<file path="src/hw/rtl/bbrc_pkg.sv">
// Shared types, constants and helpers for the band to FFT bin range calculator.
// Used by every module under hw/rtl; depends on nothing.
package bbrc_pkg;

  localparam int unsigned MAX_LOG2   = 16;
  localparam int unsigned MIN_LOG2   = 3;
  localparam int unsigned BIN_W      = MAX_LOG2;
  localparam int unsigned LG_W       = 5;
  localparam int unsigned SPAN_W     = 21;
  localparam int unsigned POS_W      = 26;
  localparam int unsigned EDGE_W     = 29;
  localparam int unsigned DIV_W      = SPAN_W + 1;
  localparam int unsigned FREQ_W     = 27;
  localparam int unsigned DIV_STEPS  = 2;
  localparam int unsigned DIV_STAGES = MAX_LOG2 / DIV_STEPS;

  localparam logic [SPAN_W-1:0] SPAN_RST = SPAN_W'(1000000);
  localparam logic [LG_W-1:0]   LG_RST   = LG_W'(11);

  typedef enum logic [1:0] {
    REG_CAPTURE_SPAN = 2'd0,
    REG_FILTER_SPAN  = 2'd1,
    REG_FFT_LOG2     = 2'd2,
    REG_NONE         = 2'd3
  } reg_idx_e;

  typedef enum logic [1:0] {
    STAT_OUT = 2'd0,
    STAT_ONE = 2'd1,
    STAT_TWO = 2'd2
  } status_e;

  typedef struct packed {
    logic [SPAN_W-1:0] span;
    logic [SPAN_W-1:0] filt;
    logic [LG_W-1:0]   lg;
  } cfg_t;

  typedef struct packed {
    logic                     ok;
    logic                     top_r;
    logic signed [EDGE_W-1:0] cl2;
  } side_t;

  typedef struct packed {
    logic [DIV_W-1:0] rem;
    logic [BIN_W-1:0] quo;
  } lane_t;

  typedef struct packed {
    side_t side;
    lane_t lo;
    lane_t hi;
  } div_t;

  typedef struct packed {
    status_e                  status;
    logic signed [FREQ_W-1:0] freq_low;
    logic signed [FREQ_W-1:0] freq_high;
    logic [BIN_W-1:0]         first_low_bin;
    logic [BIN_W-1:0]         first_high_bin;
    logic [BIN_W-1:0]         second_low_bin;
    logic [BIN_W-1:0]         second_high_bin;
  } res_t;

  // one restoring division step: remainder doubles, quotient gains one bit
  function automatic lane_t div_step(lane_t x, logic [DIV_W-1:0] d);
    logic [DIV_W:0] t;
    logic [DIV_W:0] s;
    lane_t          y;
    t = {x.rem, 1'b0};
    s = t - {1'b0, d};
    if (t >= {1'b0, d}) begin
      y.rem = s[DIV_W-1:0];
      y.quo = {x.quo[BIN_W-2:0], 1'b1};
    end else begin
      y.rem = t[DIV_W-1:0];
      y.quo = {x.quo[BIN_W-2:0], 1'b0};
    end
    return y;
  endfunction

  function automatic logic [LG_W-1:0] clamp_lg(logic [LG_W-1:0] v);
    logic [LG_W-1:0] r;
    r = v;
    if (v < LG_W'(MIN_LOG2)) r = LG_W'(MIN_LOG2);
    if (v > LG_W'(MAX_LOG2)) r = LG_W'(MAX_LOG2);
    return r;
  endfunction

endpackage

</file>
<file path="src/hw/rtl/bbrc_div.sv">
// Pipelined restoring divider, two lanes sharing the divisor 2*capture_span.
// Depends on bbrc_pkg (div_step, DIV_STAGES, DIV_STEPS).
module bbrc_div (
  input  logic                        clk_i,
  input  logic                        rst_ni,
  input  logic [bbrc_pkg::SPAN_W-1:0] span_i,
  input  logic                        in_valid_i,
  output logic                        in_ready_o,
  input  bbrc_pkg::div_t              in_data_i,
  output logic                        out_valid_o,
  input  logic                        out_ready_i,
  output bbrc_pkg::div_t              out_data_o
);

  localparam int unsigned NS = bbrc_pkg::DIV_STAGES;

  logic [bbrc_pkg::DIV_W-1:0] d;
  logic [NS-1:0]              vld_q;
  logic [NS-1:0]              en;
  bbrc_pkg::div_t             stg_d [NS];
  bbrc_pkg::div_t             stg_q [NS];

  assign d = {span_i, 1'b0};

  always_comb begin
    bbrc_pkg::div_t cur;
    cur = in_data_i;
    for (int k = 0; k < NS; k++) begin
      for (int j = 0; j < bbrc_pkg::DIV_STEPS; j++) begin
        cur.lo = bbrc_pkg::div_step(cur.lo, d);
        cur.hi = bbrc_pkg::div_step(cur.hi, d);
      end
      stg_d[k] = cur;
      cur      = stg_q[k];
    end
  end

  always_comb begin
    en[NS-1] = !vld_q[NS-1] || out_ready_i;
    for (int k = NS - 2; k >= 0; k--) begin
      en[k] = !vld_q[k] || en[k+1];
    end
  end

  always_ff @(posedge clk_i or negedge rst_ni) begin
    if (!rst_ni) begin
      vld_q <= '0;
    end else begin
      if (en[0]) vld_q[0] <= in_valid_i;
      for (int k = 1; k < NS; k++) begin
        if (en[k]) vld_q[k] <= vld_q[k-1];
      end
    end
  end

  always_ff @(posedge clk_i) begin
    for (int k = 0; k < NS; k++) begin
      if (en[k]) stg_q[k] <= stg_d[k];
    end
  end

  assign in_ready_o  = en[0];
  assign out_valid_o = vld_q[NS-1];
  assign out_data_o  = stg_q[NS-1];

endmodule

</file>
<file path="config.mk">
export PLATFORM = sky130hd
export DESIGN_NAME = bbrc_div
export DESIGN_NICKNAME = d
export VERILOG_FILES = /design/src/hw/rtl/bbrc_pkg.sv /design/src/hw/rtl/bbrc_div.sv
export SDC_FILE = /design/constraint.sdc
export NUM_CORES = 2
export LEC_CHECK = 0
export ABC_AREA = 0
export BUFFER_PORTS_ARGS = -buffer_cell sky130_fd_sc_hd__buf_2
export CORE_MARGIN = 2
export CORE_UTILIZATION = 58
export CTS_CLUSTER_SIZE = 16
export DETAILED_ROUTE_END_ITERATION = 6
export PLACE_DENSITY = 0.78
export SETUP_SLACK_MARGIN = 0.15
export SYNTH_ARGS = -nofsm -noshare
export SYNTH_HDL_FRONTEND = slang
export SYNTH_SLANG_ARGS = --single-unit
</file>
<file path="constraint.sdc">
create_clock -name clk_i -period 8.9 [get_ports clk_i]
set_input_delay 0 -clock clk_i [delete_from_list [all_inputs] [get_ports clk_i]]
set_output_delay 0 -clock clk_i [all_outputs]
set_load 0.005 [all_outputs]
</file>
======== Yosys cells after proc, flatten, opt, wreduce, memory -nomap -nowiden ========
Memories as Yosys holds them, arrays and structs flattened.
Index checks and enable logic that the tools add are counted.
storage, ports and cells
  register bits ........................... 8
  bits in writable memories ............... 856
  input bits .............................. 132
  output and inout bits ................... 109
  logic and storage cells ................. 137
  memories kept ........................... 1
cells by class
  $add $sub $neg .......................... 32
  order comparisons ....................... 32
  muxes and demuxes ....................... 48
  reduce and logical (&&, ||, !) cells .... 16
memory list
  name   depth  width  rd ports  clocked after Yosys merged registers in  wr ports  RTL line        RTL
  stg_q  8      107    8         0                                        8         bbrc_div.sv:21  bbrc_pkg::div_t stg_q [NS];
operators by type and width
  operator                                          number
  38-bit 2-to-1 mux                                 32
  23-bit by 22-bit >= comparator with 1-bit output  32
  22-bit subtractor                                 32
  1-bit 2-to-1 mux                                  16
  1-bit zero test                                   8
  1-bit logical OR                                  8

======== Depth between registers and ports, before layout ========
  word-level depth ........................ 11
  depth in mapped cells ................... 28
  gate-level depth less buffers ........... 24

======== Worst setup path after synthesis ========
OpenSTA, ideal clock, no wires.
  kind .................................... reg-to-reg
  start point ............................. register vld_q[7]
  end point ............................... memory stg_q[0][0] in the netlist's numbering (enable)
  library setup time ...................... 0.992 ns
  arrival time ............................ 8.104 ns
  data required time ...................... 7.908 ns
  setup slack ............................. -0.196 ns
  stages on the path, launching flop included .. 7
  buffers on the path ..................... 0
  clock period less this slack ............ 9.096 ns
  cells stage by stage .................... dfrtp_1 nor2b_1 nand3_1 nor2_1 nand3_1 inv_1 nand3_1
RTL lines
  what                              RTL line        RTL
  start: declaration                bbrc_div.sv:18  logic [NS-1:0] vld_q;
  start signal: indexed assignment  bbrc_div.sv:51  if (en[k]) vld_q[k] <= vld_q[k-1];
  end: declaration                  bbrc_div.sv:21

==> results.md <==
- Top routing layer used: met5
- Die width: 325 um
- CP Capture Type: flip-flop
- Max_cap viols: 0
- CTS Sinks: 736
- CTS resizes: 0
- DR WL met3: 9240 um
- Max-slew violations: 0
- Residual DRC: 0
- Largest net degree at the start of global routing: 75
- Post-synth top area cell: edfxtp_1
- Fmax: between 100 and 150 MHz
- Initial DRT Pass Iterations: 7
- Arr. time, crit path: 7440 ps
- WL met1: approximately 60000 um
- Fin nets: 6961
- Starting density of the core: 0.586
- Syn avg cell area: around 10 um^2
- Tmin final: 7030 ps
- RSZ-0062 raised after global routing: no
- Core area: roughly 0.10 mm^2
- Util after Layout: 0.643
- Synthesized flop and latch total: 736
- First-pass GRT wire length: 235000 um
- Max_slew headroom: 0.161
- Die Span Y: between 300 and 400 um
- Top FF cell, synth: edfxtp_1
- Vias: 46812
- Post-synth EDFFs: 728
- Crit path launch type: input pin
- Sequential fraction of the synthesis area: 0.369
- Most frequent cells after synthesis: edfxtp_1, ha_1, a21oi_1, nor2_1, o21ai_0
- # rows: 117
- Via density: roughly 6.2
- Area contributors post-synth: edfxtp_1, ha_1, mux2_2
- DRT Wirelength: 149000 um
- # IOs: 241
- CTS tree: yes
- Most numerous cell in the Yosys netlist: edfxtp_1
- H-tree depth: 3
- Critical setup path kind: in2reg
- CP required: 9310 ps
- CTS clock-pin slew for the worst setup and hold paths: 70 ps
- Die area: 0.106 mm^2
- Status: finished clean
- GRT Total Usage: 0.274
- Synth top area share: 0.366
- CTS root buffer: clkbuf_16
- Synth-to-Final Area Change: 9.73%
- Initial drt markers: 3568
- CTS Buf Count: 79
- Worst Skew: 46.3 ps
- Share of cells above drive strength 1: 0.142
- Area after DPL: 0.0620 mm^2
- Cells after Synth: 5915
- Antenna violations before repair: 6
- Asr flop ratio synth: 0.0109
- Number of global-route vias before repair: 45859
- Distinct cells, synth: 97
- WL/cell: 19.6 um
- Global route overflow: 0
- Crit-path max FO: 20
- Slew @ Worst Pin: 1260 ps
- Clock tree buffer depth: 3
- Wire length on met2: just over 70000 um
- Mapped Area: 0.0597 mm^2
- Routability cong.: 0.953
- Synth warn: 0
- HPWL Detailed: 110000 um
- Setup TNS: 0 ps
- Clk_lat worst skew: 700 ps
- Setup violators final: 0
- Final instance area: between 0.06 and 0.07 mm^2
- Port buffer count: 206
- Antenna Nets Post-Route: 0
- Min-delay worst type: in2reg
- Period utilization: 0.790
- Final hold violations: 0
[critical path: stages]
cell and delay (ps):
buf_2 460, inv_2 400, buf_4 300, fa_1 440, a21o_1 180, a21oi_1 370, o21ba_2 220, o211ai_1 160
a41o_1 340, o21ai_2 480, mux2_2 420, ha_1 250, or3_1 420, o21ai_1 240, a21oi_1 190, o311a_1 400
o31a_1 290, o31ai_1 330, and3_1 610, inv_1 510, mux2_2 400
[placed cells by master, fill, tap and decap left out, types with 89 or more instances in the layout]
cell,synthesis,layout
xnor2_1,366,366
o21ai_0,375,372
nor2_1,416,415
nand3_1,93,90
xor2_1,160,160
ha_1,658,658
nand2_1,373,370
edfxtp_1,728,728
inv_1,196,174
a21o_1,225,225
buf_2,34,205
nor3_1,97,96
nand2b_1,89,89
o21a_1,94,94
mux2_2,361,361
a21oi_1,510,509
[area by class of cell]
| cell class | instances | area (um^2) |
|---|---|---|
| antenna | 1 | 2.50 |
| multi-input combinational | 4773 | 35800 |
| clock inverter | 55 | 779 |
| tap | 1368 | 1710 |
| fill | 7927 | 36300 |
| timing repair buffer | 363 | 2410 |
| inverter | 200 | 757 |
| sequential | 736 | 22100 |
| clock buffer | 89 | 2010 |
[state kept, by name, summed over array words and instances, names as in the netlist]
signal,cells
stg_q,728
vld_q,8
[final timing paths]
check,start,endpoint,slack (ps),cells after the start
worst max-delay path,span_i[1],stg_q[1][59],1870,21
worst min-delay path,in_data_i[89],stg_q[0][89],30,2
worst max register to register,stg_q[0][376],stg_q[1][59],1970,18
worst min register to register,stg_q[1][312],stg_q[1][419],390,0
max in group asynchronous,rst_ni,vld_q[1],8240,3
min in group asynchronous,rst_ni,vld_q[7],360,3
[repair_timing]
item	4_1_cts	5_1_grt
setup buffers	0	0
endpoints found under the hold margin	81	0
hold buffers	76	0
endpoints found under the setup margin	0	0
[layer usage]
| layer | global-route usage | up-vias |
|---|---|---|
| li1 | - | 22730 |
| met2 | 0.474 | 1526 |
| met5 | 0 | - |
| met4 | 0.125 | 6 |
| met1 | 0.340 | 22194 |
| met3 | 0.0382 | 356 |
[cell families (layout without fill, tap and decap cells)]
| logic type | Yosys count | after routing | synth area share |
|---|---|---|---|
| simple gates | 1416 | 1416 | 0.113 |
| other cells | 1 | 3 | 0.0000628 |
| fa+ha+maj | 676 | 676 | 0.144 |
| flops | 736 | 736 | 0.369 |
| mux | 402 | 402 | 0.0756 |
| compound gates | 1751 | 1751 | 0.187 |
| buf+inv | 407 | 707 | 0.0335 |
| xor+xnor | 526 | 526 | 0.0771 |
[metrics by stage]
stage          setup slack (ps)  cells  hold WS (ps)
5_1_grt                    1360   7584          29.5
3_5_place_dp               1410   7364          -140
6_report                   1870   7585          26.8
2_1_floorplan               994   5916          -296
4_1_cts                    1930   7584          7.87
3_3_place_gp               1540   7364          -151
Power is not shown: default switching activity piles up to over one toggle a cycle in this logic, so the estimate is an artifact.
