`config.mk`:
```
export PLATFORM = sky130hd
export DESIGN_NAME = bbrc_edge
export DESIGN_NICKNAME = d
export VERILOG_FILES = /design/src/hw/rtl/bbrc_pkg.sv /design/src/hw/rtl/bbrc_edge.sv
export SDC_FILE = /design/constraint.sdc
export NUM_CORES = 2
export LEC_CHECK = 0
export CAP_MARGIN = 20
export CORE_MARGIN = 2
export CORE_UTILIZATION = 40
export CTS_CLUSTER_SIZE = 16
export DETAILED_ROUTE_END_ITERATION = 6
export DONT_BUFFER_PORTS = 1
export GPL_TIMING_DRIVEN = 0
export HOLD_SLACK_MARGIN = 0.08
export SYNTH_ARGS = -nofsm -noshare
export SYNTH_HDL_FRONTEND = slang
export SYNTH_SLANG_ARGS = --single-unit
```
`constraint.sdc`:
```
create_clock -name clk_i -period 19.5 [get_ports clk_i]
set_clock_uncertainty 0.05 [all_clocks]
set_input_delay 0.975 -clock clk_i [delete_from_list [all_inputs] [get_ports clk_i]]
set_output_delay 0.975 -clock clk_i [all_outputs]
set_load 0.03 [all_outputs]
```
`src/hw/rtl/bbrc_pkg.sv`:
```
// Shared types, constants and helpers for the band to FFT bin range calculator.
// Used by every module under hw/rtl; depends on nothing.
package bbrc_pkg;

  localparam int unsigned MAX_LOG2   = 16;
  localparam int unsigned MIN_LOG2   = 3;
  localparam int unsigned BIN_W      = MAX_LOG2;
  localparam int unsigned LG_W       = 5;
  localparam int unsigned SPAN_W     = 21;
  localparam int unsigned POS_W      = 26;
  localparam int unsigned EDGE_W     = 29;
  localparam int unsigned DIV_W      = SPAN_W + 1;
  localparam int unsigned FREQ_W     = 27;
  localparam int unsigned DIV_STEPS  = 2;
  localparam int unsigned DIV_STAGES = MAX_LOG2 / DIV_STEPS;

  localparam logic [SPAN_W-1:0] SPAN_RST = SPAN_W'(1000000);
  localparam logic [LG_W-1:0]   LG_RST   = LG_W'(11);

  typedef enum logic [1:0] {
    REG_CAPTURE_SPAN = 2'd0,
    REG_FILTER_SPAN  = 2'd1,
    REG_FFT_LOG2     = 2'd2,
    REG_NONE         = 2'd3
  } reg_idx_e;

  typedef enum logic [1:0] {
    STAT_OUT = 2'd0,
    STAT_ONE = 2'd1,
    STAT_TWO = 2'd2
  } status_e;

  typedef struct packed {
    logic [SPAN_W-1:0] span;
    logic [SPAN_W-1:0] filt;
    logic [LG_W-1:0]   lg;
  } cfg_t;

  typedef struct packed {
    logic                     ok;
    logic                     top_r;
    logic signed [EDGE_W-1:0] cl2;
  } side_t;

  typedef struct packed {
    logic [DIV_W-1:0] rem;
    logic [BIN_W-1:0] quo;
  } lane_t;

  typedef struct packed {
    side_t side;
    lane_t lo;
    lane_t hi;
  } div_t;

  typedef struct packed {
    status_e                  status;
    logic signed [FREQ_W-1:0] freq_low;
    logic signed [FREQ_W-1:0] freq_high;
    logic [BIN_W-1:0]         first_low_bin;
    logic [BIN_W-1:0]         first_high_bin;
    logic [BIN_W-1:0]         second_low_bin;
    logic [BIN_W-1:0]         second_high_bin;
  } res_t;

  // one restoring division step: remainder doubles, quotient gains one bit
  function automatic lane_t div_step(lane_t x, logic [DIV_W-1:0] d);
    logic [DIV_W:0] t;
    logic [DIV_W:0] s;
    lane_t          y;
    t = {x.rem, 1'b0};
    s = t - {1'b0, d};
    if (t >= {1'b0, d}) begin
      y.rem = s[DIV_W-1:0];
      y.quo = {x.quo[BIN_W-2:0], 1'b1};
    end else begin
      y.rem = t[DIV_W-1:0];
      y.quo = {x.quo[BIN_W-2:0], 1'b0};
    end
    return y;
  endfunction

  function automatic logic [LG_W-1:0] clamp_lg(logic [LG_W-1:0] v);
    logic [LG_W-1:0] r;
    r = v;
    if (v < LG_W'(MIN_LOG2)) r = LG_W'(MIN_LOG2);
    if (v > LG_W'(MAX_LOG2)) r = LG_W'(MAX_LOG2);
    return r;
  endfunction

endpackage

```
`src/hw/rtl/bbrc_edge.sv`:
```
// Bin numbers, fftshift mapping and covered frequency edges, four stages.
// Depends on bbrc_pkg; fed by bbrc_div.
module bbrc_edge (
  input  logic           clk_i,
  input  logic           rst_ni,
  input  bbrc_pkg::cfg_t cfg_i,
  input  logic           in_valid_i,
  output logic           in_ready_o,
  input  bbrc_pkg::div_t in_data_i,
  output logic           out_valid_o,
  input  logic           out_ready_i,
  output bbrc_pkg::res_t out_data_o
);

  localparam int unsigned BW = bbrc_pkg::BIN_W;
  localparam int unsigned EW = bbrc_pkg::EDGE_W;
  localparam int unsigned PW = BW + 1 + bbrc_pkg::SPAN_W;
  localparam int unsigned YW = PW + 2;
  localparam int unsigned VW = PW - 1;
  localparam int unsigned SW = VW + 2;
  localparam int unsigned FW = bbrc_pkg::FREQ_W;

  typedef struct packed {
    logic                 ok;
    logic signed [EW-1:0] cl2;
    logic [BW-1:0]        lb;
    logic [BW-1:0]        rb;
    logic [BW:0]          rb1;
  } e1_t;

  typedef struct packed {
    logic                 ok;
    logic signed [EW-1:0] cl2;
    logic [PW-1:0]        pl;
    logic [PW-1:0]        ph;
    bbrc_pkg::status_e    status;
    logic [BW-1:0]        b0, b1, b2, b3;
  } e2_t;

  typedef struct packed {
    logic                 ok;
    logic signed [EW-2:0] h;
    logic [VW-1:0]        vl;
    logic [VW-1:0]        vh;
    bbrc_pkg::status_e    status;
    logic [BW-1:0]        b0, b1, b2, b3;
  } e3_t;

  logic [bbrc_pkg::LG_W-1:0] lg, k;
  logic [3:0]                vld_q, en;
  e1_t                       s1_d, s1_q;
  e2_t                       s2_d, s2_q;
  e3_t                       s3_d, s3_q;
  bbrc_pkg::res_t            s4_d, s4_q;

  assign lg = cfg_i.lg;
  assign k  = bbrc_pkg::LG_W'(bbrc_pkg::MAX_LOG2) - lg;

  // stage 1: scale quotients down to the FFT size, ceiling for the right edge
  always_comb begin
    logic [BW-1:0] low_mask;
    logic          inexact;
    logic [BW:0]   n;
    low_mask = ~({BW{1'b1}} << k);
    inexact  = (in_data_i.hi.rem != '0) || ((in_data_i.hi.quo & low_mask) != '0);
    n        = (BW+1)'(1) << lg;
    s1_d.ok  = in_data_i.side.ok;
    s1_d.cl2 = in_data_i.side.cl2;
    s1_d.lb  = in_data_i.lo.quo >> k;
    s1_d.rb1 = in_data_i.side.top_r ? n
             : ({1'b0, in_data_i.hi.quo >> k} + (BW+1)'(inexact));
    s1_d.rb  = BW'(s1_d.rb1 - (BW+1)'(1));
  end

  // stage 2: edge products and half exchange
  always_comb begin
    logic [BW-1:0] half, nm1, l, r;
    logic          l_lo, r_lo;
    half = BW'((BW+1)'(1) << (lg - bbrc_pkg::LG_W'(1)));
    nm1  = BW'(((BW+1)'(1) << lg) - (BW+1)'(1));
    l    = s1_q.lb ^ half;
    r    = s1_q.rb ^ half;
    l_lo = l < half;
    r_lo = r < half;
    s2_d.ok  = s1_q.ok;
    s2_d.cl2 = s1_q.cl2;
    s2_d.pl  = PW'(s1_q.lb) * PW'(cfg_i.span);
    s2_d.ph  = PW'(s1_q.rb1) * PW'(cfg_i.span);
    s2_d.b2  = '0;
    s2_d.b3  = '0;
    if (l_lo == r_lo) begin
      s2_d.status = bbrc_pkg::STAT_ONE;
      s2_d.b0     = l;
      s2_d.b1     = r;
    end else if (l == half && r == half - BW'(1)) begin
      s2_d.status = bbrc_pkg::STAT_ONE;
      s2_d.b0     = '0;
      s2_d.b1     = nm1;
    end else begin
      s2_d.status = bbrc_pkg::STAT_TWO;
      s2_d.b0     = '0;
      s2_d.b1     = r;
      s2_d.b2     = l;
      s2_d.b3     = nm1;
    end
  end

  // stage 3: round to nearest by adding half a step, then shift out the FFT size
  always_comb begin
    logic [YW-1:0] rnd, yl, yh;
    logic [YW-1:0] odd;
    rnd = YW'(1) << lg;
    odd = YW'(s2_q.cl2[0]) << lg;
    yl  = {1'b0, s2_q.pl, 1'b0} + rnd + odd;
    yh  = {1'b0, s2_q.ph, 1'b0} + rnd + odd;
    s3_d.ok     = s2_q.ok;
    s3_d.h      = s2_q.cl2[EW-1:1];
    s3_d.vl     = VW'(yl >> (lg + bbrc_pkg::LG_W'(1)));
    s3_d.vh     = VW'(yh >> (lg + bbrc_pkg::LG_W'(1)));
    s3_d.status = s2_q.status;
    s3_d.b0     = s2_q.b0;
    s3_d.b1     = s2_q.b1;
    s3_d.b2     = s2_q.b2;
    s3_d.b3     = s2_q.b3;
  end

  function automatic logic [FW-1:0] sat_freq(logic [SW-1:0] v);
    logic hi, lo;
    hi = !v[SW-1] && (v[SW-2:FW-1] != '0);
    lo = v[SW-1] && (v[SW-2:FW-1] != '1);
    if (hi)      return {1'b0, {(FW-1){1'b1}}};
    else if (lo) return {1'b1, {(FW-1){1'b0}}};
    else         return v[FW-1:0];
  endfunction

  // stage 4: add the capture left edge, saturate, clear rejected items
  always_comb begin
    logic [SW-1:0] hx, sl, sh;
    hx = {{(SW-EW+1){s3_q.h[EW-2]}}, s3_q.h};
    sl = hx + {2'b00, s3_q.vl};
    sh = hx + {2'b00, s3_q.vh};
    if (s3_q.ok) begin
      s4_d.status          = s3_q.status;
      s4_d.freq_low        = sat_freq(sl);
      s4_d.freq_high       = sat_freq(sh);
      s4_d.first_low_bin   = s3_q.b0;
      s4_d.first_high_bin  = s3_q.b1;
      s4_d.second_low_bin  = s3_q.b2;
      s4_d.second_high_bin = s3_q.b3;
    end else begin
      s4_d                 = '0;
      s4_d.status          = bbrc_pkg::STAT_OUT;
    end
  end

  always_comb begin
    en[3] = !vld_q[3] || out_ready_i;
    en[2] = !vld_q[2] || en[3];
    en[1] = !vld_q[1] || en[2];
    en[0] = !vld_q[0] || en[1];
  end

  always_ff @(posedge clk_i or negedge rst_ni) begin
    if (!rst_ni) begin
      vld_q <= '0;
    end else begin
      if (en[0]) vld_q[0] <= in_valid_i;
      if (en[1]) vld_q[1] <= vld_q[0];
      if (en[2]) vld_q[2] <= vld_q[1];
      if (en[3]) vld_q[3] <= vld_q[2];
    end
  end

  always_ff @(posedge clk_i) begin
    if (en[0]) s1_q <= s1_d;
    if (en[1]) s2_q <= s2_d;
    if (en[2]) s3_q <= s3_d;
    if (en[3]) s4_q <= s4_d;
  end

  assign in_ready_o  = en[0];
  assign out_valid_o = vld_q[3];
  assign out_data_o  = s4_q;

endmodule
```
Word-level counts from Yosys, hierarchy flattened

Cells that the tools add are included.

$mul: 2
Muxes and demuxes: 7
Reduce and logical (&&, ||, !) cells: 23
Magnitude comparators: 2
Bitwise gates (word level): 5
$add $sub $neg: 13
Equality and inequality tests: 5
Shift-type cells: 9

Operators by type and width:

| kind                                                | number |
|---|---|
| adder 40 bit                                        | 2 |
| right shift 40 x 5 -> 37 bit                        | 2 |
| adder 28 x 38 -> 39 bit                             | 2 |
| two-way mux 27 bit                                  | 2 |
| two-way mux 26 bit                                  | 2 |
| adder 38 x 40 -> 40 bit                             | 1 |
| adder 39 x 40 -> 40 bit                             | 1 |
| left shift 1 x 5 -> 40 bit                          | 1 |
| left shift 1 x 5 -> 40 bit (first input constant)   | 1 |
| multiplier 17 x 21 -> 38 bit                        | 1 |
| multiplier 16 x 21 -> 37 bit                        | 1 |
| two-way mux 34 bit                                  | 1 |
| equality test 16 bit                                | 2 |
| < comparator 16 bit                                 | 2 |
| two-way mux 32 bit                                  | 1 |
| right shift 16 x 5 -> 16 bit                        | 2 |
| subtractor 16 x 1 -> 16 bit (second input constant) | 2 |
| XOR 16 bit                                          | 2 |
| != test 12 bit (second input constant)              | 2 |
| nonzero test 12 bit                                 | 2 |
| nonzero test 22 bit                                 | 1 |
| adder 16 x 1 -> 17 bit                              | 1 |
| two-way mux 17 bit                                  | 1 |
| left shift 1 x 5 -> 17 bit (first input constant)   | 1 |
| 15 further kinds                                    | 30 |

Bits in registers: 543
Output and inout port bits: 122
Logic and storage cells: 102

Longest topological paths before layout

Word-level depth: 9
Gate-level depth with buffers: 31

Least setup slack after synthesis

OpenSTA, ideal clock, no wires.

Kind: in2reg
Start point: input port cfg_i[0] in the netlist's numbering
End point: register s1_q[28] in the netlist's numbering (data pin)
Path buffers: 14
Required time: 19192 ps
Arrival time: 8091 ps
Setup slack: 11101 ps
Cell stages on the path: 30
Path through: buf_4 buf_6 inv_2 clkbuf_1 clkbuf_1 clkbuf_1 clkbuf_1 clkbuf_1 ha_1 buf_4 buf_2 clkbuf_1 buf_1 clkbuf_1 buf_1 clkbuf_1 mux2i_1 o21ai_0 mux2i_1 o21ai_0 ha_1 ha_1 xor2_1 o21ai_0 inv_1 nor3_1 and3b_1 inv_1 or3_1 xnor2_1

RTL lines:

| item                 | line             | source |
|---|---|---|
| from (decl)          | bbrc_edge.sv:6   | `input bbrc_pkg::cfg_t cfg_i,` |
| to (signal assigned) | bbrc_edge.sv:175 | `if (en[0]) s1_q <= s1_d;` |
| to (decl)            | bbrc_edge.sv:51  | `e1_t s1_d, s1_q;` |

==> metrics.md <==
| Metric | Value |
|---|---|
| Worst R2R Setup Slack | ~11000 ps |
| Max Cap Viol | 0 |
| CTS tree | done |
| Syn Area/Cell | about 9.6 sq um |
| RD Place Congestion | slightly below 1 |
| Setup_tns | 0 ps |
| WP data arrival | around 13000 ps |
| Final setup viols | 0 |
| Most used DFF post-synth | edfxtp_1 |
| Max incr delay on CP | slightly above 900 ps |
| Clk buf depth | 3 |
| Outcome | finished, violations left |
| Port bufs | 0 |
| Post-synth EDFFs | ~540 |
| Die Ht | 388 um |
| Routed via count | around 47000 |
| Pre-Repair DR Iteration Count | 7 |
| # DRC | 6 |
| Setup CP Type | in2reg |
| Total congestion overflow | 0 |
| Layout Utilization | 0.435 |
| Core area | around 0.15 sq mm |
| Dominant cells by area after synthesis | edfxtp_1 (28%), fa_1 (21%), ha_1 (8.4%) |
| Most used cell, CP | clkbuf_1 |
| Gate Count Post-Synth | 6110 |
| Final net count | roughly 7400 |
| Fmax achieved | 77.7 MHz |
| Synth cell count leaders | inv_1 (768), nand2_1 (726), fa_1 (614) |
| Starting Density | 0.403 |
| DRT Wirelength | ~210000 um |
| Tmin final | about 13000 ps |
| DR vias/cell | 5.79 |
| Pin count of the biggest net entering global routing | 97 |
| Final Hold Viols | 0 |
| CTS Buf Count | between 50 and 60 |
| Type of the most critical hold path | in2reg |
| Critical Path RT | slightly below 20000 ps |
| Hold Path End | s1_q[49] |
| Vias in the first global route | 46700 |
| H-tree depth | 2 |
| Slowest cell on the critical path | clkbuf_1 |
| Sequential fraction of the synthesis area | 0.277 |
| CTS sink count | ~540 |
| # IOs | 280 |
| Max_slew headroom | -0.00997 |
| Gr usage total | 0.282 |
| First-pass GRT wire length | about 310000 um |
| CP max FO | 13 |
| Synth Register Bits | approximately 540 |
| Post-Syn Area | ~0.06 sq mm |
| Worst-path clk slew | approximately 60 ps |
| YS warnings | 0 |
| Fin crit share | 0.660 |
| Reg-to-reg startpoint | s1_q[34] |
| Clock root buffer master | clkbuf_16 |
| Pwr/cell area | 145 mW/mm^2 |
| Hold_buf cts | 1 |
| Reg-to-reg endpoint | s2_q[138] |
| Synth-to-Final Area Change | 7.88% |
| Final HPWL from detailed placement | 175000 um |
| Hold depth | 0 |
| DP Area | approximately 0.062 sq mm |
| Leakage | 28.1 nW |
| Async SR Flop Fraction | 0.00737 |
| CP startpoint kind | primary input |
| Die area | around 0.15 sq mm |
| Setup crit end kind | register |
| Most numerous cell in the Yosys netlist | inv_1 |
| Synth unique cells | a little over 100 |
| VDD IR-drop max | between 0.1 and 0.15 mV |
| Die X | about 390 um |
| RSZ-0062 raised after global routing | no |
| Failing checks | DRC, slew limit |
| Reg2reg path depth | 25 |
| Hold Startpoint | in_data_i[76] |
| Final Max Tran Viols | 4 |
| Area share of the largest cell type after synthesis | 0.275 |
| Share of post-route cells with drive strength above 1 | 0.0435 |
| Routed WL per cell | 26.3 um |
| Post_cts resized | 0 |
| Post-route cell area | around 0.063 sq mm |
| Fill count | 14300 |
| Mapped Nets | slightly above 7000 |
| First DRT Iteration DRCs | between 4000 and 5000 |
| Antenna-violating nets left | 0 |
| Actual slew at the worst max-slew pin | 1510 ps |
| Initial antenna violation count | 18 |
| Later-pin clock latency in the skew report | 700 ps |
| # rows | between 100 and 150 |
| Leading area contributor after synthesis | edfxtp_1 |
| Post-CTS Setup Bufs | 0 |
layout by cell type, fill, tap and decap left out, types with 14 or more instances in the layout:
cell / n
nor2_1: 371
xnor2_1: 163
o21ai_0: 191
nor3_1: 97
clkbuf_1: 293
nand4_1: 26
inv_1: 767
mux2i_1: 107
o22ai_1: 25
a21oi_1: 242
nor2b_1: 26
or2_2: 22
and2_1: 378
ha_1: 397
o21a_1: 42
o211ai_1: 55
nand2_1: 725
nand3_1: 99
or3_1: 33
mux4_2: 29
o31ai_1: 25
fa_1: 614
xor2_1: 93
a22oi_1: 14
nor4_1: 22
mux2_2: 54
edfxtp_1: 539
clkbuf_16: 58
a211oi_1: 50
a21o_1: 161
nand2b_1: 39
a31oi_1: 43
o21bai_1: 38
and3_1: 41
buf_1: 20
state kept, by name, indices dropped and copies added (netlist names):
signal	flops
s1_q	79
vld_q	4
out_data_o	120
s3_q	169
s2_q	171
worst max-delay path, delay by kind of cell:
kind                       cells  cell delay (ps)
adders and majority gates      3              880
xor gates and xnor gates       2              320
buffers and inverters         17             8710
and+or+nand+nor                3             1050
AOI/OAI and AO/OA              3              670
muxes                          2              550
logic make-up (layout without fill, tap and decap cells):
logic type,Yosys count,after routing,share of synthesized area
multiplexers,190,190,0.0396
AND/OR/NAND/NOR,1935,1935,0.158
adder cells (fa/ha/maj),1011,1011,0.293
other,0,6,0
buffers and inverters,1091,1218,0.0703
flip-flops,543,543,0.277
XOR/XNOR,257,257,0.0384
AO/OA/AOI/OAI,1083,1083,0.124
layer usage:
metal | up-vias | track usage | wire [um]
li1 | 20800 | - | -
met1 | 23900 | 0.403 | 94700
met2 | 2092 | 0.435 | 93800
met3 | 351 | 0.0434 | 17400
met4 | 8 | 0.0956 | 8440
met5 | - | 0 | 59
layout make-up:
type | count | area, sq um | share of cell area
Antenna cell | 6 | 15.0 | 0.000236
Buffer | 319 | 1240 | 0.0196
Clock buffer | 67 | 1490 | 0.0234
Clock inverter | 41 | 379 | 0.00597
Inverter | 772 | 2900 | 0.0457
Multi-Input combinational cell | 4476 | 38400 | 0.606
Sequential cell | 543 | 16300 | 0.257
Tap cell | 1917 | 2400 | 0.0378
Timing Repair Buffer | 19 | 333 | 0.00524
worst max path at each step:
stage,depth (start not counted),slack (ps),start,endpoint
after floorplan,30,11100,cfg_i[0],s1_q[28]
after global placement,30,6290,cfg_i[0],s1_q[28]
after detailed placement,30,6300,cfg_i[0],s1_q[28]
after CTS,30,7030,cfg_i[0],s1_q[28]
after global routing,30,6420,cfg_i[0],s1_q[28]
final,30,6630,cfg_i[0],s1_q[28]
per-stage QoR:
| step | worst slack [ps] | hold WS, ps | std cells | total power, mW |
|---|---|---|---|---|
| finish | 6630 | 333 | 8160 | 9.19 |
| global route | 6420 | 310 | 8155 | 9.99 |
| CTS | 7030 | 299 | 8151 | 9.18 |
| detailed placement | 6300 | 355 | 8042 | 8.04 |
| global placement | 6290 | 351 | 8027 | 8.01 |
| floorplan | 11100 | 350 | 6110 | 6.36 |
report_power, final:
group | switching, mW | internal, mW
combinational | 3.61 | 2.27
sequential | 0.340 | 1.87
clock | 0.506 | 0.593
Note: power is estimated with default switching activity, not from simulation.
