**src/hw/rtl/bbrc_pkg.sv**
```systemverilog
// Shared types, constants and helpers for the band to FFT bin range calculator.
// Used by every module under hw/rtl; depends on nothing.
package bbrc_pkg;

  localparam int unsigned MAX_LOG2   = 16;
  localparam int unsigned MIN_LOG2   = 3;
  localparam int unsigned BIN_W      = MAX_LOG2;
  localparam int unsigned LG_W       = 5;
  localparam int unsigned SPAN_W     = 21;
  localparam int unsigned POS_W      = 26;
  localparam int unsigned EDGE_W     = 29;
  localparam int unsigned DIV_W      = SPAN_W + 1;
  localparam int unsigned FREQ_W     = 27;
  localparam int unsigned DIV_STEPS  = 2;
  localparam int unsigned DIV_STAGES = MAX_LOG2 / DIV_STEPS;

  localparam logic [SPAN_W-1:0] SPAN_RST = SPAN_W'(1000000);
  localparam logic [LG_W-1:0]   LG_RST   = LG_W'(11);

  typedef enum logic [1:0] {
    REG_CAPTURE_SPAN = 2'd0,
    REG_FILTER_SPAN  = 2'd1,
    REG_FFT_LOG2     = 2'd2,
    REG_NONE         = 2'd3
  } reg_idx_e;

  typedef enum logic [1:0] {
    STAT_OUT = 2'd0,
    STAT_ONE = 2'd1,
    STAT_TWO = 2'd2
  } status_e;

  typedef struct packed {
    logic [SPAN_W-1:0] span;
    logic [SPAN_W-1:0] filt;
    logic [LG_W-1:0]   lg;
  } cfg_t;

  typedef struct packed {
    logic                     ok;
    logic                     top_r;
    logic signed [EDGE_W-1:0] cl2;
  } side_t;

  typedef struct packed {
    logic [DIV_W-1:0] rem;
    logic [BIN_W-1:0] quo;
  } lane_t;

  typedef struct packed {
    side_t side;
    lane_t lo;
    lane_t hi;
  } div_t;

  typedef struct packed {
    status_e                  status;
    logic signed [FREQ_W-1:0] freq_low;
    logic signed [FREQ_W-1:0] freq_high;
    logic [BIN_W-1:0]         first_low_bin;
    logic [BIN_W-1:0]         first_high_bin;
    logic [BIN_W-1:0]         second_low_bin;
    logic [BIN_W-1:0]         second_high_bin;
  } res_t;

  // one restoring division step: remainder doubles, quotient gains one bit
  function automatic lane_t div_step(lane_t x, logic [DIV_W-1:0] d);
    logic [DIV_W:0] t;
    logic [DIV_W:0] s;
    lane_t          y;
    t = {x.rem, 1'b0};
    s = t - {1'b0, d};
    if (t >= {1'b0, d}) begin
      y.rem = s[DIV_W-1:0];
      y.quo = {x.quo[BIN_W-2:0], 1'b1};
    end else begin
      y.rem = t[DIV_W-1:0];
      y.quo = {x.quo[BIN_W-2:0], 1'b0};
    end
    return y;
  endfunction

  function automatic logic [LG_W-1:0] clamp_lg(logic [LG_W-1:0] v);
    logic [LG_W-1:0] r;
    r = v;
    if (v < LG_W'(MIN_LOG2)) r = LG_W'(MIN_LOG2);
    if (v > LG_W'(MAX_LOG2)) r = LG_W'(MAX_LOG2);
    return r;
  endfunction

endpackage

```
**src/hw/rtl/bbrc_check.sv**
```systemverilog
// Range check stage: band edges against filter and capture spans, divider operands.
// Depends on bbrc_pkg.
module bbrc_check (
  input  logic                          clk_i,
  input  logic                          rst_ni,
  input  bbrc_pkg::cfg_t                cfg_i,
  input  logic                          in_valid_i,
  output logic                          in_ready_o,
  input  logic [bbrc_pkg::POS_W-1:0]    capture_center_i,
  input  logic [bbrc_pkg::POS_W-1:0]    band_center_i,
  input  logic [bbrc_pkg::SPAN_W-1:0]   band_width_i,
  output logic                          out_valid_o,
  input  logic                          out_ready_i,
  output bbrc_pkg::div_t                out_data_o
);

  localparam int unsigned EW = bbrc_pkg::EDGE_W;

  logic signed [EW-1:0] cc2, bc2, s_x, f_x, w_x;
  logic signed [EW-1:0] cl2, cr2, fl2, fr2, bl2, br2, al, ar;
  logic                 ok;
  logic                 en;
  logic                 vld_q;
  bbrc_pkg::div_t       data_d, data_q;

  always_comb begin
    cc2 = $signed({2'b00, capture_center_i, 1'b0});
    bc2 = $signed({2'b00, band_center_i, 1'b0});
    s_x = $signed({8'b0, cfg_i.span});
    f_x = $signed({8'b0, cfg_i.filt});
    w_x = $signed({8'b0, band_width_i});
    cl2 = cc2 - s_x;
    cr2 = cc2 + s_x;
    fl2 = cc2 - f_x;
    fr2 = cc2 + f_x;
    bl2 = bc2 - w_x;
    br2 = bc2 + w_x;
    al  = bl2 - cl2;
    ar  = br2 - cl2;
    ok  = (cfg_i.span != '0) && (band_width_i != '0) && (bl2 >= fl2) && (br2 <= fr2)
          && (bl2 >= cl2) && (br2 <= cr2);

    data_d.side.ok    = ok;
    data_d.side.top_r = (br2 == cr2);
    data_d.side.cl2   = cl2;
    data_d.lo.rem     = al[bbrc_pkg::DIV_W-1:0];
    data_d.lo.quo     = '0;
    // right edge on the capture edge is handled apart, keep the divider below d
    data_d.hi.rem     = (br2 == cr2) ? '0 : ar[bbrc_pkg::DIV_W-1:0];
    data_d.hi.quo     = '0;
  end

  assign en         = !vld_q || out_ready_i;
  assign in_ready_o = en;

  always_ff @(posedge clk_i or negedge rst_ni) begin
    if (!rst_ni) begin
      vld_q <= 1'b0;
    end else if (en) begin
      vld_q <= in_valid_i;
    end
  end

  always_ff @(posedge clk_i) begin
    if (en) begin
      data_q <= data_d;
    end
  end

  assign out_valid_o = vld_q;
  assign out_data_o  = data_q;

endmodule

```
**config.mk**
```make
export PLATFORM = sky130hd
export DESIGN_NAME = bbrc_check
export DESIGN_NICKNAME = d
export VERILOG_FILES = /design/src/hw/rtl/bbrc_pkg.sv /design/src/hw/rtl/bbrc_check.sv
export SDC_FILE = /design/constraint.sdc
export NUM_CORES = 1
export LEC_CHECK = 0
export BUFFER_PORTS_ARGS = -buffer_cell sky130_fd_sc_hd__buf_2
export CAP_MARGIN = 20
export CORE_ASPECT_RATIO = 0.8
export CORE_MARGIN = 1.5
export CORE_UTILIZATION = 60
export DETAILED_ROUTE_END_ITERATION = 8
export PLACE_DENSITY = 0.86
export SYNTH_ARGS = -nofsm -noshare
export SYNTH_HDL_FRONTEND = slang
export SYNTH_SLANG_ARGS = --single-unit
```
**constraint.sdc**
```tcl
create_clock -name clk_i -period 6.45 [get_ports clk_i]
set_input_delay 0.645 -clock clk_i [delete_from_list [all_inputs] [get_ports clk_i]]
set_output_delay 0.645 -clock clk_i [all_outputs]
set_load 0.005 [all_outputs]
```
## Yosys cells after proc, flatten, opt, wreduce, memory -nomap -nowiden

Index checks and enable logic that the tools add are counted.
W data, S select, Z words.

- Output and inout bits: 109
- Register bits after elaboration: 75
- Word-level logic and storage cells: 28

- Magnitude comparators: 4
- Equal/unequal tests: 1
- Reduce and logical (&&, ||, !) cells: 9
- Add/sub/neg operators: 8

Operators with widths:

| cell | count |
|---|---|
| $add A27 B21 Y28 | 3 |
| $sub A27 B21 Y28 | 3 |
| $ge A28 B28 Y1 | 2 |
| $le A28 B28 Y1 | 2 |
| $sub A22 B22 Y22 | 2 |
| $reduce_bool A21 Y1 | 2 |
| $eq A28 B28 Y1 | 1 |
| $logic_and A1 B1 Y1 | 5 |
| $logic_not A1 Y1 | 1 |
| $logic_or A1 B1 Y1 | 1 |

## Depth between registers and ports, before layout

Gate-level depths: netlist (run 1).

- Depth in word-level cells: 6
- Mapped depth: 28
- Depth with buffers taken out: 27

## Worst setup path before layout (run 1)

Ideal clock, no wire load.

- Path type: input to register
- Start: in band_width_i[1] (netlist name)
- End: reg data_q (netlist bit out_data_o[75]) (data pin)
- Data arrival time: 4.974 ns
- Required time: 6.192 ns
- Cell stages on the path: 24
- Path buffers: 0
- Setup time: 0.258 ns
- Setup slack: 1.218 ns
- Cells stage by stage: inv_1 > ha_1 > nor2b_1 > o31a_1 > o21ai_0 > a21boi_0 > a21oi_1 > nor2b_1 > o21ai_0 > nand2b_1 > a21o_1 > a21oi_1 > xnor2_1 > ha_1 > nor2b_1 > o21ai_0 > nand2b_1 > o41a_1 > a31o_1 > maj3_2 > maj3_2 > a21o_1 > a21oi_2 > xnor2_1

- Cells in the longest elaborated chain, start to end: 2

Ends and longest elaborated chain:

| what | RTL line | source |
|---|---|---|
| start, declared | bbrc_check.sv:11 | `input logic [bbrc_pkg::SPAN_W-1:0] band_width_i,` |
| $sub A27 B21 Y28 | bbrc_check.sv:36 | `bl2 = bc2 - w_x;` |
| $sub A22 B22 Y22 | bbrc_check.sv:38 | `al = bl2 - cl2;` |
| via al[21] | bbrc_check.sv:20 | `logic signed [EW-1:0] cl2, cr2, fl2, fr2, bl2, br2, al, ar;` |
| end signal, assigned | bbrc_check.sv:66 | `data_q <= data_d;` |
| end, declared | bbrc_check.sv:24 | `bbrc_pkg::div_t data_d, data_q;` |

The timed path passes the listed nets, and every way through them passes these cells.
A chain may end at the register's enable or synchronous reset.

==> metrics.txt, run 1 <==
status=complete, no violations; Hold Crit Class=in -> async; FMAX=169 MHz; TritonCTS clock tree=done; Synth top area share=23.8%; FP Rows=47; largest area contributor in the synthesized netlist=ha_1; unrepaired setup endpoints after global routing=false; clock tree buffer depth=2; Final ANT Viol Nets=0; die height=134 µm; Worst Setup Start Kind=input pin; minimum clock period=about 6000 ps; Placer Congestion=1.02; top-count cell post-synth=ha_1; Post-Route Hold Slack=55.2 ps; Core Area=20900 µm²; Slew HR=35.3%; post-layout utilization of the core=68.5%; Overall Global Routing Usage=about a third; post-DP HPWL=about 34 mm; Synth top cells by count=246 x ha_1, 157 x inv_1, 151 x nor2_1; PD cells=254 nW/µm²; post-cts sizing count=0; max_cap viols=0; Yosys Warn Count=0; CP Max Fanout=7; sequential area share after synthesis=between 15 and 20%; Most used DFF post-synth=edfxtp_1; maximum VDD drop=0.129 mV; Worst-Margin Slew=964 ps; WP data arrival=roughly 6000 ps; Post-CTS Setup Repair Bufs=0; final hold vios=0; Post-Route WL=between 30 and 40 mm; post-synthesis async set-or-reset flop share=1.33%; clock slew at reported path FFs=70 ps; total die area=about 22000 µm²; Cell Area, Synth=12900 µm²; Final setup viols=0; Yosys reg bits=75; layout cells sized above 1=13.6%; synth top area cells=ha_1 24%, edfxtp_1 17%, xnor2_1 8.3%, a21oi_1 4.9%, inv_1 4.6%; filler cell count=1772; DR iter-0 viols=1300; largest net degree at the start of global routing=61; die width=around 170 µm; hold_buf cts=0; synth unique cells=between 70 and 80; Synth Instances=1591; CTS H-tree depth=3; fin nets=approximately 2100; clk_lat worst skew=360 ps; critical path type=in -> reg; first-pass GRT wire length=60.2 mm; Starting Density=61.9%; grt total ovfl=0; TNS Setup=0 ps; Design Power=3.63 mW; Tcrit/Tclk final=between 90 and 100%; Synth-to-Final Area Change=10.8%; Mapped Avg Cell Area=8.12 µm²; Top Ports=233; WP data required=6550 ps; Root Driver=clkbuf_16; DR vias/cell=6.01; Via Count=12242; Remaining DRCs=0; max-slew violation count=0; per-cell routed wire length=19.5 µm; EDFF count, synth=74; port bufs=195; Leak=6.94 nW; Worst Clk Skew=between 10 and 15 ps; vias in the first global route=11194; Crit. End Element=register; Initial DRT Pass Iterations=5; Sink Count=75; initial antenna violation count=1; total CTS buffers=9
[final timing paths]
check / from / depth (start not counted) / end / slack [ps]
max: cfg_i[32] / 25 / out_data_o[106] / 550
min: rst_ni / 1 / out_valid_o / 60
max reg2reg: out_valid_o / 2 / out_data_o[57] / 4730
min reg2reg: out_valid_o / 1 / out_data_o[98] / 800
max in group asynchronous: rst_ni / 1 / out_valid_o / 6310
min in group clk_i: in_valid_i / 2 / out_valid_o / 480
[registers in the layout, summed over array words and instances, names as in the netlist]
signal       cells
out_valid_o      1
out_data_o      74
[through the flow]
stage	worst slack, ps	instances	area (µm²)
after CTS	697	2035	14300
after global routing	212	2036	14300
after floorplan	1220	1622	13000
after global placement	437	2019	14000
final	549	2037	14300
after detailed placement	342	2019	14000
[cell type report]
| class | instances | area [µm²] | area share, % |
|---|---|---|---|
| sequential | 75 | 2250 | 15.7 |
| multi-input combinational | 1313 | 9780 | 68.3 |
| tap | 269 | 337 | 2.35 |
| clock inverter | 7 | 75.1 | 0.525 |
| timing repair buffer | 205 | 1050 | 7.35 |
| inverter | 157 | 589 | 4.12 |
| clock buffer | 9 | 225 | 1.57 |
| antenna | 2 | 5.00 | 0.0350 |
[critical path, cell delays in order]
cell and delay (ps):
buf_2 130, inv_1 50, ha_1 390, a211o_1 330, or2_2 300, o211ai_1 310, and3_1 250, o21bai_1 70
a21o_1 200, a21oi_1 150, o21bai_1 90, xnor2_1 390, inv_1 140, ha_1 350, nand2_1 90, nor3_1 70
a21oi_1 190, a31oi_1 140, or2_2 300, maj3_1 400, maj3_1 400, a31oi_1 230, nand4_1 110, o21ai_0 170
nor3_1 110
[power breakdown]
group	switching [mW]	internal (mW)
clock	0.227	0.302
sequential	0.0402	0.775
combinational	1.33	0.956
[cell usage in the layout, fill, tap and decap left out, drive strengths merged, types with 3 or more instances in the layout]
cell type  count
o41ai          6
nor2         151
a211o          4
inv          159
xor2          47
maj3           6
nand3         19
a21boi         6
or2            4
nor2b         36
ha           246
a21o          54
edfxtp        74
buf          205
fa             8
nand2         68
xnor2        124
o21a          24
o31a           8
nor4          13
a211oi        10
o21ai         75
or3            8
and2           8
clkbuf         9
o211ai         7
a21oi        128
conb          32
nand2b        32
o21bai        31
nor3          44
a2111oi        5
a31oi         10
o31ai         11
or4            4
nand4         31
a221oi         8
o41a           3
and3           9
[metal layers]
layer / part of all wire (%) / vias up / track usage, %
met5: 0 / - / 0
met4: 2.4 / 0 / 10.5
met3: 9.3 / 50 / 5.34
met2: 41 / 612 / 52.1
met1: 47 / 5668 / 51.8
li1: - / 5912 / -
[kinds of logic (layout without fill, tap and decap cells)]
| logic type | after synthesis | count (layout) | synth area share (%) |
|---|---|---|---|
| AND/OR/NAND/NOR | 435 | 435 | 16.4 |
| AO/OA/AOI/OAI | 411 | 411 | 20.7 |
| adder cells (fa/ha/maj) | 260 | 260 | 25.6 |
| buffers and inverters | 234 | 378 | 7.86 |
| XOR/XNOR | 171 | 171 | 11.7 |
| flip-flops | 75 | 75 | 17.4 |
| multiplexers | 4 | 4 | 0.329 |
| other | 1 | 34 | 0.0290 |
Power figures use the tool's default switching activity.
==> run 2, diff against run 1 <==
- ABC_AREA: default -> 1
- CAP_MARGIN: 20 -> 0
- PLACE_DENSITY: 0.86 -> 0.85
==> metrics.txt, run 2 <==
met3 usage=between 5 and 6%; Mapped Avg Cell Area=7.09 µm²; filler cell count=2095; synth top area cells=ha_1 22%, edfxtp_1 16%, xor2_1 9.4%, nand2_1 9.1%, inv_1 8.3%; Worst Clk Skew=between 8 and 9 ps; clock share of power=14.1%; sequential area share after synthesis=15.9%; Most common cell on crit path=nand2_1; max_cap viols=0; multi-input logic area=10200 µm²; DR iter-0 viols=1803; Synth top cells by count=341 x nand2_1, 312 x inv_1, 246 x ha_1; first-pass GRT wire length=~70 mm; per-cell routed wire length=18.2 µm; Seq pwr share=between 20% and 30%; synth unique cells=between 60 and 70; largest net degree at the start of global routing=just under 80; GRT met2 Usage=56.5%; max-slew violation count=0; # diodes=0; total CTS buffers=9; Synth top area share=21.8%; Via Count=14191; minimum clock period=5050 ps; Post-Route WL=44.7 mm; WP data required=6620 ps; Core Area=22800 µm²; FP Rows=49; gr busiest metal=met2; most frequent cells in the layout=340 x nand2_1, 312 x inv_1, 246 x ha_1; post-DP HPWL=around 40 mm; clk_lat worst skew=~330 ps; critical path type=in -> reg; port bufs=~200; PD cells=247 nW/µm²; DR vias/cell=5.77; Leak=about 8.2 nW; FMAX=around 200 MHz; Initial DRT Pass Iterations=6; Crit path buffers/inverters=6; Synth-to-Final Area Change=8.80%; Comb power frac=64.3%; Top Ports=between 200 and 250; Starting Density=61.9%; Design Power=3.79 mW; layout cells sized above 1=13.1%; slowest stage delay, CP=420 ps; EDFF count, synth=74; maximum VDD drop=approximately 0.15 mV; Crit. End Element=register; top-count cell post-synth=nand2_1; Yosys reg bits=75; die width=174 µm; Overall Global Routing Usage=36.0%; Cell Area, Synth=approximately 14000 µm²; final hold vios=0; hold_buf cts=0; post-cts sizing count=0; fin nets=2526; M1 GR Usage=52.2%; largest area contributor in the synthesized netlist=ha_1; vias in the first global route=13066; Switching Share=between 40% and 50%; Synth Instances=~2000; Pint=1.97 mW; status=complete, no violations; grt total ovfl=0; Sink Count=75; TritonCTS clock tree=done; WP data arrival=5220 ps; clock slew at reported path FFs=60 ps; TNS Setup=0 ps; Yosys Warn Count=0; slowest cell on the critical path=o21ai_0; Post-CTS Setup Repair Bufs=0; die height=around 140 µm; CTS H-tree depth=3; commonest non-fill, non-tap cell in the layout=nand2_1; max reg flops=74; CP Max Fanout=13; post-synthesis async set-or-reset flop share=1.33%; Crit path max-delay family=simple AND/OR/NAND/NOR gates; Tcrit/Tclk final=78.4%; Slew HR=36.0%; Placer Congestion=0.985; Final ANT Viol Nets=0; clock tree buffer depth=2; Final setup viols=0; Worst-Margin Slew=960 ps; initial antenna violation count=0; total die area=~24000 µm²; Remaining DRCs=0; unrepaired setup endpoints after global routing=false; Worst Setup Start Kind=input pin; NetSw=1.82 mW; Hold Crit Class=in -> async; Most used DFF post-synth=edfxtp_1; Register Area=2250 µm²; Root Driver=clkbuf_16
==> run 2: changes by cell type after synthesis, sizes merged, moves of 19 or more <==
cell	delta
nand2b	-32
xor2	+106
inv	+157
a21oi	+96
buf	+33
nand3	+60
nor2b	-36
a21o	-44
nand2	+298
nor3	-19
clkbuf	-26
xnor2	-114
==> run 2: power by group through the flow <==
stage,sequential [mW],clock [mW],combinational [mW]
after global placement,0.823,0,2.29
after CTS,0.822,0.532,2.38
final,0.819,0.535,2.44
after floorplan,0.859,0,1.60
after detailed placement,0.832,0,2.36
after global routing,0.834,0.551,2.69
==> run 2: cells by family after synthesis <==
group / after synthesis / synth area share (%)
other: 1 / 0.0266
AOI/OAI and AO/OA: 411 / 17.1
and+or+nand+nor: 686 / 21.3
DFF: 75 / 15.9
buffers and inverters: 401 / 12.6
xor gates and xnor gates: 163 / 10.2
adders and majority gates: 254 / 22.9
==> run 2: worst paths after layout <==
kind / startpoint / endpoint / slack (ps) / depth (start not counted)
worst min register to register: out_valid_o / out_valid_o / 1150 / 2
worst max register to register: out_valid_o / out_data_o[69] / 4930 / 1
max in group asynchronous: rst_ni / out_valid_o / 6300 / 1
worst max-delay path: cfg_i[29] / out_data_o[106] / 1400 / 27
worst min-delay path: rst_ni / out_valid_o / 70 / 1
min in group clk_i: in_valid_i / out_valid_o / 500 / 3
==> run 2: through the flow <==
step / setup slack (ps) / hold WS [ps] / std cells / cell area (µm²) / utilization (%)
2_1_floorplan: 2440 / 349 / 2022 / 14200 / -
3_3_place_gp: 1330 / 420 / 2443 / 15000 / 66.0
3_5_place_dp: 1300 / 422 / 2443 / 15000 / 66.0
4_1_cts: 1630 / 68.4 / 2459 / 15400 / 67.3
5_1_grt: 1230 / 61.5 / 2459 / 15400 / 67.3
6_report: 1400 / 69.3 / 2459 / 15400 / 67.3
==> run 2: cell type report <==
| class | count | area share, % |
|---|---|---|
| Timing Repair Buffer | 199 | 6.55 |
| Inverter | 317 | 7.75 |
| Tap cell | 306 | 2.49 |
| Clock inverter | 6 | 0.465 |
| Multi-Input combinational cell | 1546 | 66.5 |
| Sequential cell | 75 | 14.6 |
| Clock buffer | 10 | 1.56 |
==> run 2: layer usage <==
| layer | up-vias | wire, µm |
|---|---|---|
| li1 | 6878 | - |
| met1 | 6556 | 20500 |
| met2 | 710 | 18900 |
| met3 | 47 | 4390 |
| met4 | 0 | 865 |
| met5 | - | 0 |
